==> src/hdl/vrbprb_pkg.sv <==
// ----------------------------------------------------------------------------
// VRB to PRB interleaver package
// Shared widths, register indexes, mapping modes and the bundle geometry type.
// ----------------------------------------------------------------------------
package vrbprb_pkg;

  localparam int unsigned MaxBlocksDef = 275;

  localparam int unsigned VrbW   = 9;
  localparam int unsigned PrbW   = 10;
  localparam int unsigned CfgIdxW = 3;
  localparam int unsigned CfgDataW = 9;

  typedef enum logic [CfgIdxW-1:0] {
    CFG_MAP_MODE      = 3'd0,
    CFG_CSET_BASE     = 3'd1,
    CFG_BWP_START     = 3'd2,
    CFG_BWP_LEN       = 3'd3,
    CFG_BUNDLE_LOG2   = 3'd4,
    CFG_LIST_LENGTH   = 3'd5
  } cfg_idx_e;

  typedef enum logic [2:0] {
    MODE_NONIL_COMMON = 3'd0,
    MODE_NONIL_OTHER  = 3'd1,
    MODE_IL_CORESET0  = 3'd2,
    MODE_IL_COMMON    = 3'd3,
    MODE_IL_OTHER     = 3'd4
  } map_mode_e;

  // Bundle geometry derived from the configuration registers.
  typedef struct packed {
    logic       interleaved;
    logic [8:0] offset;
    logic [1:0] lg;      // log2 of the bundle size
    logic [3:0] first;   // size of the first bundle
    logic [3:0] last;    // size of the last bundle
    logic [9:0] cols;    // half the bundle count
  } geom_t;

endpackage

==> src/hdl/vrb_to_prb_interleaver_core.sv <==
// ----------------------------------------------------------------------------
// VRB to PRB interleaver core
// Maps one virtual resource block index to a physical resource block index.
// ----------------------------------------------------------------------------
// Usage:
// The input channel (in_valid_i, in_stall_o, vrb_index_i) carries one VRB
// index per request. The output channel (out_valid_o, out_stall_i) returns
// prb_index_o and out_of_range_o, one result for each request, in order.
// An input register feeds the mapping logic and a result register holds the
// answer; each request passes through the input register and then the
// result register before out_valid_o rises. While in_stall_o is low a new
// request is accepted in every cycle: one index per clock sustained.
// Bundle geometry is recomputed into a register in the cycle after a write;
// the user makes writes only while the block is empty; it is not enforced.
// When the receiver stalls, the result register holds its value and the input
// register still takes one more request; in_stall_o rises only when both are
// full and the receiver stalls. Reset empties both registers and loads the
// configuration defaults: non-interleaved other mode, BWP size and list
// length 275.
// ----------------------------------------------------------------------------
module vrb_to_prb_interleaver_core #(
  parameter int unsigned MAX_BLOCKS = vrbprb_pkg::MaxBlocksDef
) (
  input  logic                          clk_i,
  input  logic                          rst_ni,
  input  logic                          cfg_we_i,
  input  logic [vrbprb_pkg::CfgIdxW-1:0]  cfg_idx_i,
  input  logic [vrbprb_pkg::CfgDataW-1:0] cfg_wdata_i,
  input  logic                          in_valid_i,
  output logic                          in_stall_o,
  input  logic [vrbprb_pkg::VrbW-1:0]     vrb_index_i,
  output logic                          out_valid_o,
  input  logic                          out_stall_i,
  output logic [vrbprb_pkg::PrbW-1:0]     prb_index_o,
  output logic                          out_of_range_o
);
  import vrbprb_pkg::*;

  localparam logic [9:0] MaxLen = 10'(MAX_BLOCKS);

  // Configuration registers.
  logic [2:0] map_mode_q;
  logic [8:0] cset_base_q;
  logic [8:0] bwp_start_q;
  logic [8:0] bwp_len_q;
  logic [1:0] bundle_log2_q;
  logic [8:0] list_length_q;

  always_ff @(posedge clk_i or negedge rst_ni) begin
    if (!rst_ni) begin
      map_mode_q      <= MODE_NONIL_OTHER;
      cset_base_q     <= '0;
      bwp_start_q     <= '0;
      bwp_len_q       <= 9'd275;
      bundle_log2_q   <= 2'd1;
      list_length_q   <= 9'd275;
    end else if (cfg_we_i) begin
      unique case (cfg_idx_e'(cfg_idx_i))
        CFG_MAP_MODE:      map_mode_q      <= cfg_wdata_i[2:0];
        CFG_CSET_BASE:     cset_base_q     <= cfg_wdata_i;
        CFG_BWP_START:     bwp_start_q     <= cfg_wdata_i;
        CFG_BWP_LEN:       bwp_len_q       <= cfg_wdata_i;
        CFG_BUNDLE_LOG2:   bundle_log2_q   <= cfg_wdata_i[1:0];
        CFG_LIST_LENGTH:   list_length_q   <= cfg_wdata_i;
        default: ;
      endcase
    end
  end

  // Bundle geometry.
  geom_t       geom_d, geom_q;
  logic [10:0] tot3;
  logic [9:0]  tot4;
  logic [3:0]  l4, mask4, rem4;
  logic [10:0] nb3, nb4;
  logic [9:0]  nb2;

  always_comb begin
    tot3  = 11'(bwp_len_q) + 11'(cset_base_q) + 11'(bwp_start_q);
    tot4  = 10'(bwp_len_q) + 10'(bwp_start_q);
    l4    = 4'(4'd1 << bundle_log2_q);
    mask4 = l4 - 4'd1;
    rem4  = tot4[3:0] & mask4;
    nb2   = (10'(bwp_len_q) + 10'd1) >> 1;
    nb3   = (tot3 + 11'd1) >> 1;
    nb4   = (11'(tot4) + 11'(mask4)) >> bundle_log2_q;

    geom_d             = '0;
    geom_d.lg          = 2'd1;
    geom_d.interleaved = 1'b1;
    unique case (map_mode_e'(map_mode_q))
      MODE_NONIL_COMMON: begin
        geom_d.offset      = cset_base_q;
        geom_d.interleaved = 1'b0;
      end
      MODE_IL_CORESET0: begin
        geom_d.offset = cset_base_q;
        geom_d.first  = 4'd2;
        geom_d.last   = bwp_len_q[0] ? 4'd1 : 4'd2;
        geom_d.cols   = nb2 >> 1;
      end
      MODE_IL_COMMON: begin
        geom_d.offset = cset_base_q;
        geom_d.first  = (bwp_start_q[0] ^ cset_base_q[0]) ? 4'd1 : 4'd2;
        geom_d.last   = tot3[0] ? 4'd1 : 4'd2;
        geom_d.cols   = 10'(nb3 >> 1);
      end
      MODE_IL_OTHER: begin
        geom_d.lg    = bundle_log2_q;
        geom_d.first = l4 - (bwp_start_q[3:0] & mask4);
        geom_d.last  = (rem4 != 4'd0) ? rem4 : l4;
        geom_d.cols  = 10'(nb4 >> 1);
      end
      default: begin
        geom_d.interleaved = 1'b0;
      end
    endcase
  end

  always_ff @(posedge clk_i) begin
    geom_q <= geom_d;
  end

  // Pipeline control.
  logic            s1_valid_q, s2_valid_q;
  logic [VrbW-1:0] s1_vrb_q;
  logic            adv2, adv1;

  assign adv2       = !s2_valid_q || !out_stall_i;
  assign adv1       = !s1_valid_q || adv2;
  assign in_stall_o = !adv1;

  always_ff @(posedge clk_i or negedge rst_ni) begin
    if (!rst_ni) begin
      s1_valid_q <= 1'b0;
      s2_valid_q <= 1'b0;
    end else begin
      if (adv1) begin
        s1_valid_q <= in_valid_i;
      end
      if (adv2) begin
        s2_valid_q <= s1_valid_q;
      end
    end
  end

  always_ff @(posedge clk_i) begin
    if (in_valid_i && adv1) begin
      s1_vrb_q <= vrb_index_i;
    end
  end

  // Mapping of the registered index.
  logic [9:0]      len, f, scaled;
  logic [VrbW-1:0] d;
  logic [9:0]      j;
  logic [3:0]      k, lmask;
  logic            oor, in_place;
  logic [PrbW-1:0] prb_d, prb_q;
  logic            oor_q;

  always_comb begin
    len      = (10'(list_length_q) < MaxLen) ? 10'(list_length_q) : MaxLen;
    oor      = 10'(s1_vrb_q) >= len;
    in_place = !geom_q.interleaved || (s1_vrb_q < 9'(geom_q.first)) ||
               ((10'(s1_vrb_q) + 10'(geom_q.last)) >= len);
    lmask    = 4'(4'd1 << geom_q.lg) - 4'd1;
    d        = s1_vrb_q - 9'(geom_q.first);
    j        = 10'(d >> geom_q.lg) + 10'd1;
    k        = d[3:0] & lmask;
    // Two-row interleaver: bundle j = 2c + r goes to r * C + c.
    f        = (j[0] ? geom_q.cols : 10'd0) + (j >> 1);
    scaled   = (f - 10'd1) << geom_q.lg;
    if (oor) begin
      prb_d = '0;
    end else if (in_place) begin
      prb_d = 10'(s1_vrb_q) + 10'(geom_q.offset);
    end else begin
      prb_d = scaled + 10'(geom_q.first) + 10'(k) + 10'(geom_q.offset);
    end
  end

  always_ff @(posedge clk_i) begin
    if (adv2 && s1_valid_q) begin
      prb_q <= prb_d;
      oor_q <= oor;
    end
  end

  assign out_valid_o    = s2_valid_q;
  assign prb_index_o    = prb_q;
  assign out_of_range_o = oor_q;

endmodule

==> config.mk <==
export PLATFORM = sky130hd
export DESIGN_NAME = vrb_to_prb_interleaver_core
export DESIGN_NICKNAME = d
export VERILOG_FILES = /design/src/hdl/vrbprb_pkg.sv /design/src/hdl/vrb_to_prb_interleaver_core.sv
export SDC_FILE = /design/constraint.sdc
export NUM_CORES = 1
export LEC_CHECK = 0
export BUFFER_PORTS_ARGS = -buffer_cell sky130_fd_sc_hd__buf_2
export CAP_MARGIN = 0
export CORE_UTILIZATION = 57
export CTS_CLUSTER_DIAMETER = 40
export CTS_CLUSTER_SIZE = 10
export DETAILED_ROUTE_END_ITERATION = 10
export PLACE_DENSITY = 0.79
export SLEW_MARGIN = 10
export SYNTH_ARGS = -nofsm -noshare
export SYNTH_HDL_FRONTEND = slang
export SYNTH_SLANG_ARGS = --single-unit
==> constraint.sdc <==
create_clock -name clk_i -period 6.9 [get_ports clk_i]
set_clock_uncertainty 0.1 [all_clocks]
set_input_delay 1.035 -clock clk_i [delete_from_list [all_inputs] [get_ports clk_i]]
set_output_delay 1.035 -clock clk_i [all_outputs]
set_load 0.02 [all_outputs]
==> metrics.txt, run 1 <==
status=complete, but fails checks; violated checks=negative setup slack; post-synthesis mux area share=8.78%; DRT iter0 DRCs=618; synthesized area per cell=roughly 9.4 sq um; Post-Place Worst Slack=-199 ps; Seq cells post-synth=a little over 90; Worst-Skew Late Latency=~350 ps; pin count of the biggest net entering global routing=44; Post-Synth Adder-Cell Area=20.4%; antenna cells=0; global-route congestion overflow total=0; CTS tree=yes; H-tree Lvls=3; Setup CP Type=reg -> reg; Slew HR=between 30% and 40%; drt pass-1 iters=5; hpwl dp=~16000 microns; Achievable Freq=143 MHz; M1 GR Usage=about two fifths; Most used DFF post-synth=dfrtp_1; multi-input logic area=slightly below 6000 sq um; FF-to-FF path depth=34; largest family of logic cells by synthesized area=adder cells; Worst setup EP type=flip-flop; final WL=around 21000 microns; final worst setup slack=-93.6 ps; Worst-path clk slew=roughly 70 ps; EDFF count, synth=20; Initial Utilization=between 50% and 60%; min Tclk post-route=~7000 ps; sum of buffers and inverters on the critical path=5; worst reg2reg endpoint=prb_index_o[9]; Hold EP=out_valid_o; Synth Area in Simple Gates=~15%; worst r2r src=s1_vrb_q[0]; WL per Instance=around 18 microns; met2 Use GR=48.7%; post-synthesis compound-gate area fraction=between 10% and 20%; crit path max-delay cell type=mux4_2; Residual DRC=0; CP Data Arrival Time=roughly 7000 ps; crit-path leading delay family=adder cells; number of fill cells in the layout=~1000; HP Start=s1_valid_q; antenna viol nets, final=0; Critical Path RT=just under 7000 ps; Final #Nets=about 1100; RSZ-0062 raised after global routing=yes; crit path max fanout=3; total I/O pin count=39; Finished Core Util=around two thirds; met3 GRT Util=3.14%; initial antenna violation count=0; share of layout cells above drive strength 1=~24%; Seq/Total Area, Yosys=~28%; clk sinks=between 90 and 100; Register Area=approximately 2300 sq um; clk root buf=clkbuf_16; via count=about 6900; fin. max-slew vios=0; Worst-Margin Slew=approximately 950 ps; Distinct cells, synth=84; Die Area=between 10000 and 15000 sq um; Async S/R FF share, synth=a little under half; cell row count=43; area grow syn2layout=16.0%; syn_nets=1014; max_cap viols=0; xor/xnor share of the synthesized area=between 7 and 8%; most used cell, CP=ha_4; chip width=between 100 and 150 microns; Syn Std Cell Area=roughly 8000 sq um; Synth Instances=about 870; port bufs=38; startpoint types=flip-flop; CTS buffer count=9; core area=13900 sq um; max incr delay on CP=between 500 and 600 ps; Most Crowded Layer GR=met2; Worst Hold Class=reg -> reg; hold path cells=1; # setup viols final=1; GPL Wtd Cong=about 0.9; Via density=6.04; internal reg-to-reg setup slack=-90 ps; Ys Warns=0; vias in the first global route=between 6000 and 7000; Final period util=101%; Tot GR Track Use=28.7%; Fin. Hold Viols=0; CTS Buffer Depth=2; chip height=about 120 microns; global-route wire length before repair=32800 microns
-- flip-flops by register name, indices dropped and copies added, names as in the netlist, 2 cells and up --
signal,count
bundle_log2_q,2
bwp_len_q,9
bwp_start_q,9
cset_base_q,9
geom_q,30
list_length_q,9
map_mode_q,3
prb_index_o,10
s1_vrb_q,9
-- routing by layer --
metal / wire length, microns / share of wire (%)
met5: 0 / 0
met4: 486 / 2.3
met3: 1080 / 5.2
met2: 10200 / 49
met1: 9030 / 43
-- metrics by stage --
| step | std cells | hold WS, ps | area, sq um | setup TNS, ps |
|---|---|---|---|---|
| 3_5_place_dp | 1108 | 371 | 8830 | -295 |
| 6_report | 1143 | 381 | 9510 | -93.6 |
| 5_1_grt | 1143 | 401 | 9510 | -1040 |
| 4_1_cts | 1130 | 385 | 9200 | 0 |
| 2_1_floorplan | 869 | 343 | 8210 | 0 |
| 3_3_place_gp | 1108 | 356 | 8830 | 0 |
-- cell usage in the layout (no fill, tap or decap), types with 33 or more instances in the layout --
cell type  count
a21oi_1       33
buf_2         38
buf_4         59
dfrtp_1       33
ha_1          85
inv_1         49
mux2_2        39
nand2_1       65
nor2_1        69
o21ai_0       34
xnor2_1       36
-- how the worst max path moves through the flow --
stage                      startpoint              to  depth (start not counted)
after floorplan           s1_vrb_q[0]  prb_index_o[9]                         32
after global placement    s1_vrb_q[0]  prb_index_o[9]                         32
after detailed placement  s1_vrb_q[0]  prb_index_o[9]                         32
after CTS                 s1_vrb_q[0]  prb_index_o[9]                         34
after global routing      s1_vrb_q[0]  prb_index_o[9]                         34
final                     s1_vrb_q[0]  prb_index_o[9]                         34
-- worst register-to-register path, delay by kind of cell (launching register included) --
| family | cells | cell delay, ps |
|---|---|---|
| adders and majority gates | 8 | 1910 |
| AOI/OAI and AO/OA | 11 | 1890 |
| and+or+nand+nor | 5 | 830 |
| xor gates and xnor gates | 4 | 570 |
| buffers and inverters | 5 | 530 |
| muxes | 1 | 530 |
| DFF | 1 | 410 |
-- cells in the mapped netlist, types with 8 or more instances --
cell type	count	area, sq um
and2_1	18	113
dfxtp_1	30	601
edfxtp_1	20	601
dfstp_2	10	263
nand3_1	13	65.1
ha_1	95	1190
a21oi_1	43	215
xnor2_1	39	342
xor2_1	26	228
nand2_1	65	244
o22ai_1	8	50.1
a21o_1	24	180
a211oi_1	14	105
fa_1	24	480
nor3_1	18	90.1
mux2i_1	19	190
clkbuf_1	10	37.5
nor2_1	70	263
dfrtp_1	33	826
o21ai_0	42	210
mux2_2	39	439
nor2b_1	11	68.8
inv_1	55	206
nand2b_1	13	81.3
-- cell families after synthesis --
| kind of cell | count (synthesis) |
|---|---|
| buffers and inverters | 77 |
| xor gates and xnor gates | 67 |
| DFF | 93 |
| AOI/OAI and AO/OA | 196 |
| and+or+nand+nor | 254 |
| adders and majority gates | 119 |
| other | 1 |
| muxes | 62 |
-- repair_timing --
item,4_1_cts,5_1_grt
setup endpoints to repair,4,5
resized for setup,12,47
endpoints found under the hold margin,0,0
hold buffers,0,0
setup buffers,6,13
pin swaps,11,46
-- layout make-up --
class                      instances  area share [%]
multi-input combinational        699            61.5
inverter                          57            2.25
sequential                        93            24.1
timing repair buffer              98            6.78
clock inverter                     5           0.447
clock buffer                      11            2.55
tap                              180            2.37
Power of run 1 is not shown: default switching activity piles up to over one toggle a cycle in this logic, so the estimate is an artifact.
==> run 2: changes to the inputs <==
--- a/config.mk
+++ b/config.mk
@@ -7,11 +7,12 @@
 export LEC_CHECK = 0
 export BUFFER_PORTS_ARGS = -buffer_cell sky130_fd_sc_hd__buf_2
 export CAP_MARGIN = 0
-export CORE_UTILIZATION = 57
+export CORE_UTILIZATION = 59
+export CTS_BUF_LIST = sky130_fd_sc_hd__clkbuf_8
 export CTS_CLUSTER_DIAMETER = 40
 export CTS_CLUSTER_SIZE = 10
 export DETAILED_ROUTE_END_ITERATION = 10
-export PLACE_DENSITY = 0.79
+export PLACE_DENSITY = 0.81
 export SLEW_MARGIN = 10
 export SYNTH_ARGS = -nofsm -noshare
 export SYNTH_HDL_FRONTEND = slang
==> run 2 against run 1 <==
Net effect: sequential cell count did not move; worst setup slack improved by 120 ps; largest cell class unchanged; hold slack improved by 22 ps; sequential share of layout area rose by 0.54 points; the flow now finishes without violations; core utilization rose by 1.2 points; critical path type unchanged; cell count fell by 1.3%; routed wire length fell by 4.9%; critical path depth fell by 1.
==> metrics.txt, run 2 (synthesis results as in run 1) <==
max reg flops=30 (unchanged); hpwl dp=15500 microns (-2.5%); CP Data Arrival Time=6930 ps (-80 ps); crit path max fanout=4 (+1); crit path from=s1_vrb_q[0]; Fin. Hold Viols=0 (unchanged); share of layout cells above drive strength 1=22.3% (-1.9 points); status=finished, final reports clean; Final period util=99.6% (-1.8 points); CTS tree=yes; antenna cells=0 (unchanged); Initial Utilization=61.1% (+2.3 points); chip width=120 microns (-1.7%); max incr delay on CP=520 ps (about the same); via count=6761 (-2.0%); Via density=5.99 (-0.70%); cell row count=42 (-2.3%); clk sinks=93 (unchanged); H-tree Lvls=3 (unchanged); internal reg-to-reg setup slack=30 ps (+120 ps); Post-Place Worst Slack=-312 ps (-113 ps); most frequent cells in the layout=84 x ha_1, 70 x nor2_1, 65 x nand2_1; cts hold-fix bufs=0 (unchanged); area grow syn2layout=13.5%; GPL Wtd Cong=0.916 (+1.8%); core area=13400 sq um (-3.8%); global-route wire length before repair=31900 microns (-2.9%); Cell Area, Placed=8800 sq um (-0.40%); RSZ-0062 raised after global routing=yes; vias in the first global route=6486 (-0.45%); total I/O pin count=39 (unchanged); clk root buf=clkbuf_8; post-route cell area=9300 sq um (-2.2%); port bufs=38 (unchanged); Critical Path RT=6960 ps (+50 ps); most used cell, CP=ha_4; Worst setup EP type=flip-flop; min Tclk post-route=6870 ps (-125 ps); WL per Instance=17.5 microns (-3.7%); worst r2r src=s1_vrb_q[0]; Slew HR=39.1% (+2.3 points); Tot GR Track Use=28.5% (-0.27 points); # setup viols final=0 (-1); startpoint types=flip-flop; crit path max-delay cell type=mux4_2; Final #Nets=1092 (-1.0%); drt pass-1 iters=7 (+2); antenna viol nets, final=0 (unchanged); global-route congestion overflow total=0 (unchanged); number of fill cells in the layout=1000 (-3.4%); Residual DRC=0 (unchanged); pin count of the biggest net entering global routing=44 (unchanged); CTS Buffer Depth=2 (unchanged); Setup CP Type=reg -> reg; HP Start=s1_valid_q; final worst setup slack=31.0 ps (+125 ps); Finished Core Util=69.4% (+1.2 points); final WL=19700 microns (-4.9%); fin. max-slew vios=0 (unchanged); Worst-Skew Late Latency=390 ps (+40 ps); Largest Register=geom_q; chip height=120 microns (-1.7%); CTS buffer count=9 (unchanged); Die Area=14400 sq um (-3.3%); Achievable Freq=146 MHz (+1.8%); most common cell after layout, fill and taps aside=ha_1; Worst-path clk slew=110 ps (+40 ps); initial antenna violation count=0 (unchanged); max_cap viols=0 (unchanged); DRT iter0 DRCs=433 (-30%); Worst Hold Class=reg -> reg; Worst-Margin Slew=914 ps (-34.6 ps)
==> run 2: cell types whose count changed in the layout (fill, tap and decap cells not counted), sizes merged <==
cell,change
buf,-11
clkbuf,-2
clkinv,+1
inv,+1
==> run 2: final cells by class <==
type	count	area, sq um	area share, %
Inverter	57	214	2.30
Tap cell	176	220	2.37
Multi-Input combinational cell	699	5810	62.5
Clock inverter	7	83.8	0.902
Clock buffer	9	124	1.33
Timing Repair Buffer	87	558	6.00
Sequential cell	93	2290	24.6
==> run 2: metrics by stage <==
stage,hold slack [ps],std cells,setup TNS [ps]
final,403,1128,0
after global routing,425,1128,-401
after CTS,406,1119,0
after detailed placement,383,1100,-634
after global placement,359,1100,0
after floorplan,343,869,0
==> run 2: layer usage <==
layer,vias to the layer above,track usage (%),wire [microns]
met5,-,0,0
met4,0,10.5,519
met3,42,3.28,872
met2,185,47.0,9380
met1,3245,38.4,8970
li1,3289,-,-
==> run 2: repair_timing <==
item | CTS | global route
endpoints found under the setup margin | 3 | 5
pin swaps | 15 | 23
setup buffers | 3 | 9
gates resized for setup | 18 | 28
==> run 2: critical path: cells and delay by family, from the launching register on <==
| kind | cells | cell delay [ps] |
|---|---|---|
| DFF | 1 | 410 |
| buffers and inverters | 4 | 350 |
| muxes | 1 | 520 |
| AOI/OAI and AO/OA | 12 | 2100 |
| xor gates and xnor gates | 3 | 430 |
| adders and majority gates | 8 | 1800 |
| and+or+nand+nor | 5 | 910 |
==> run 2: path summary, 6_finish.rpt <==
path,to,cells past startpoint
worst min-delay path,out_valid_o,1
worst max register to register,prb_index_o[9],33
max in group asynchronous,bwp_start_q[7],1
min in group asynchronous,list_length_q[6],1
worst min register to register,out_valid_o,1
worst max-delay path,prb_index_o[9],33
Power of run 2 is left out for the same reason.
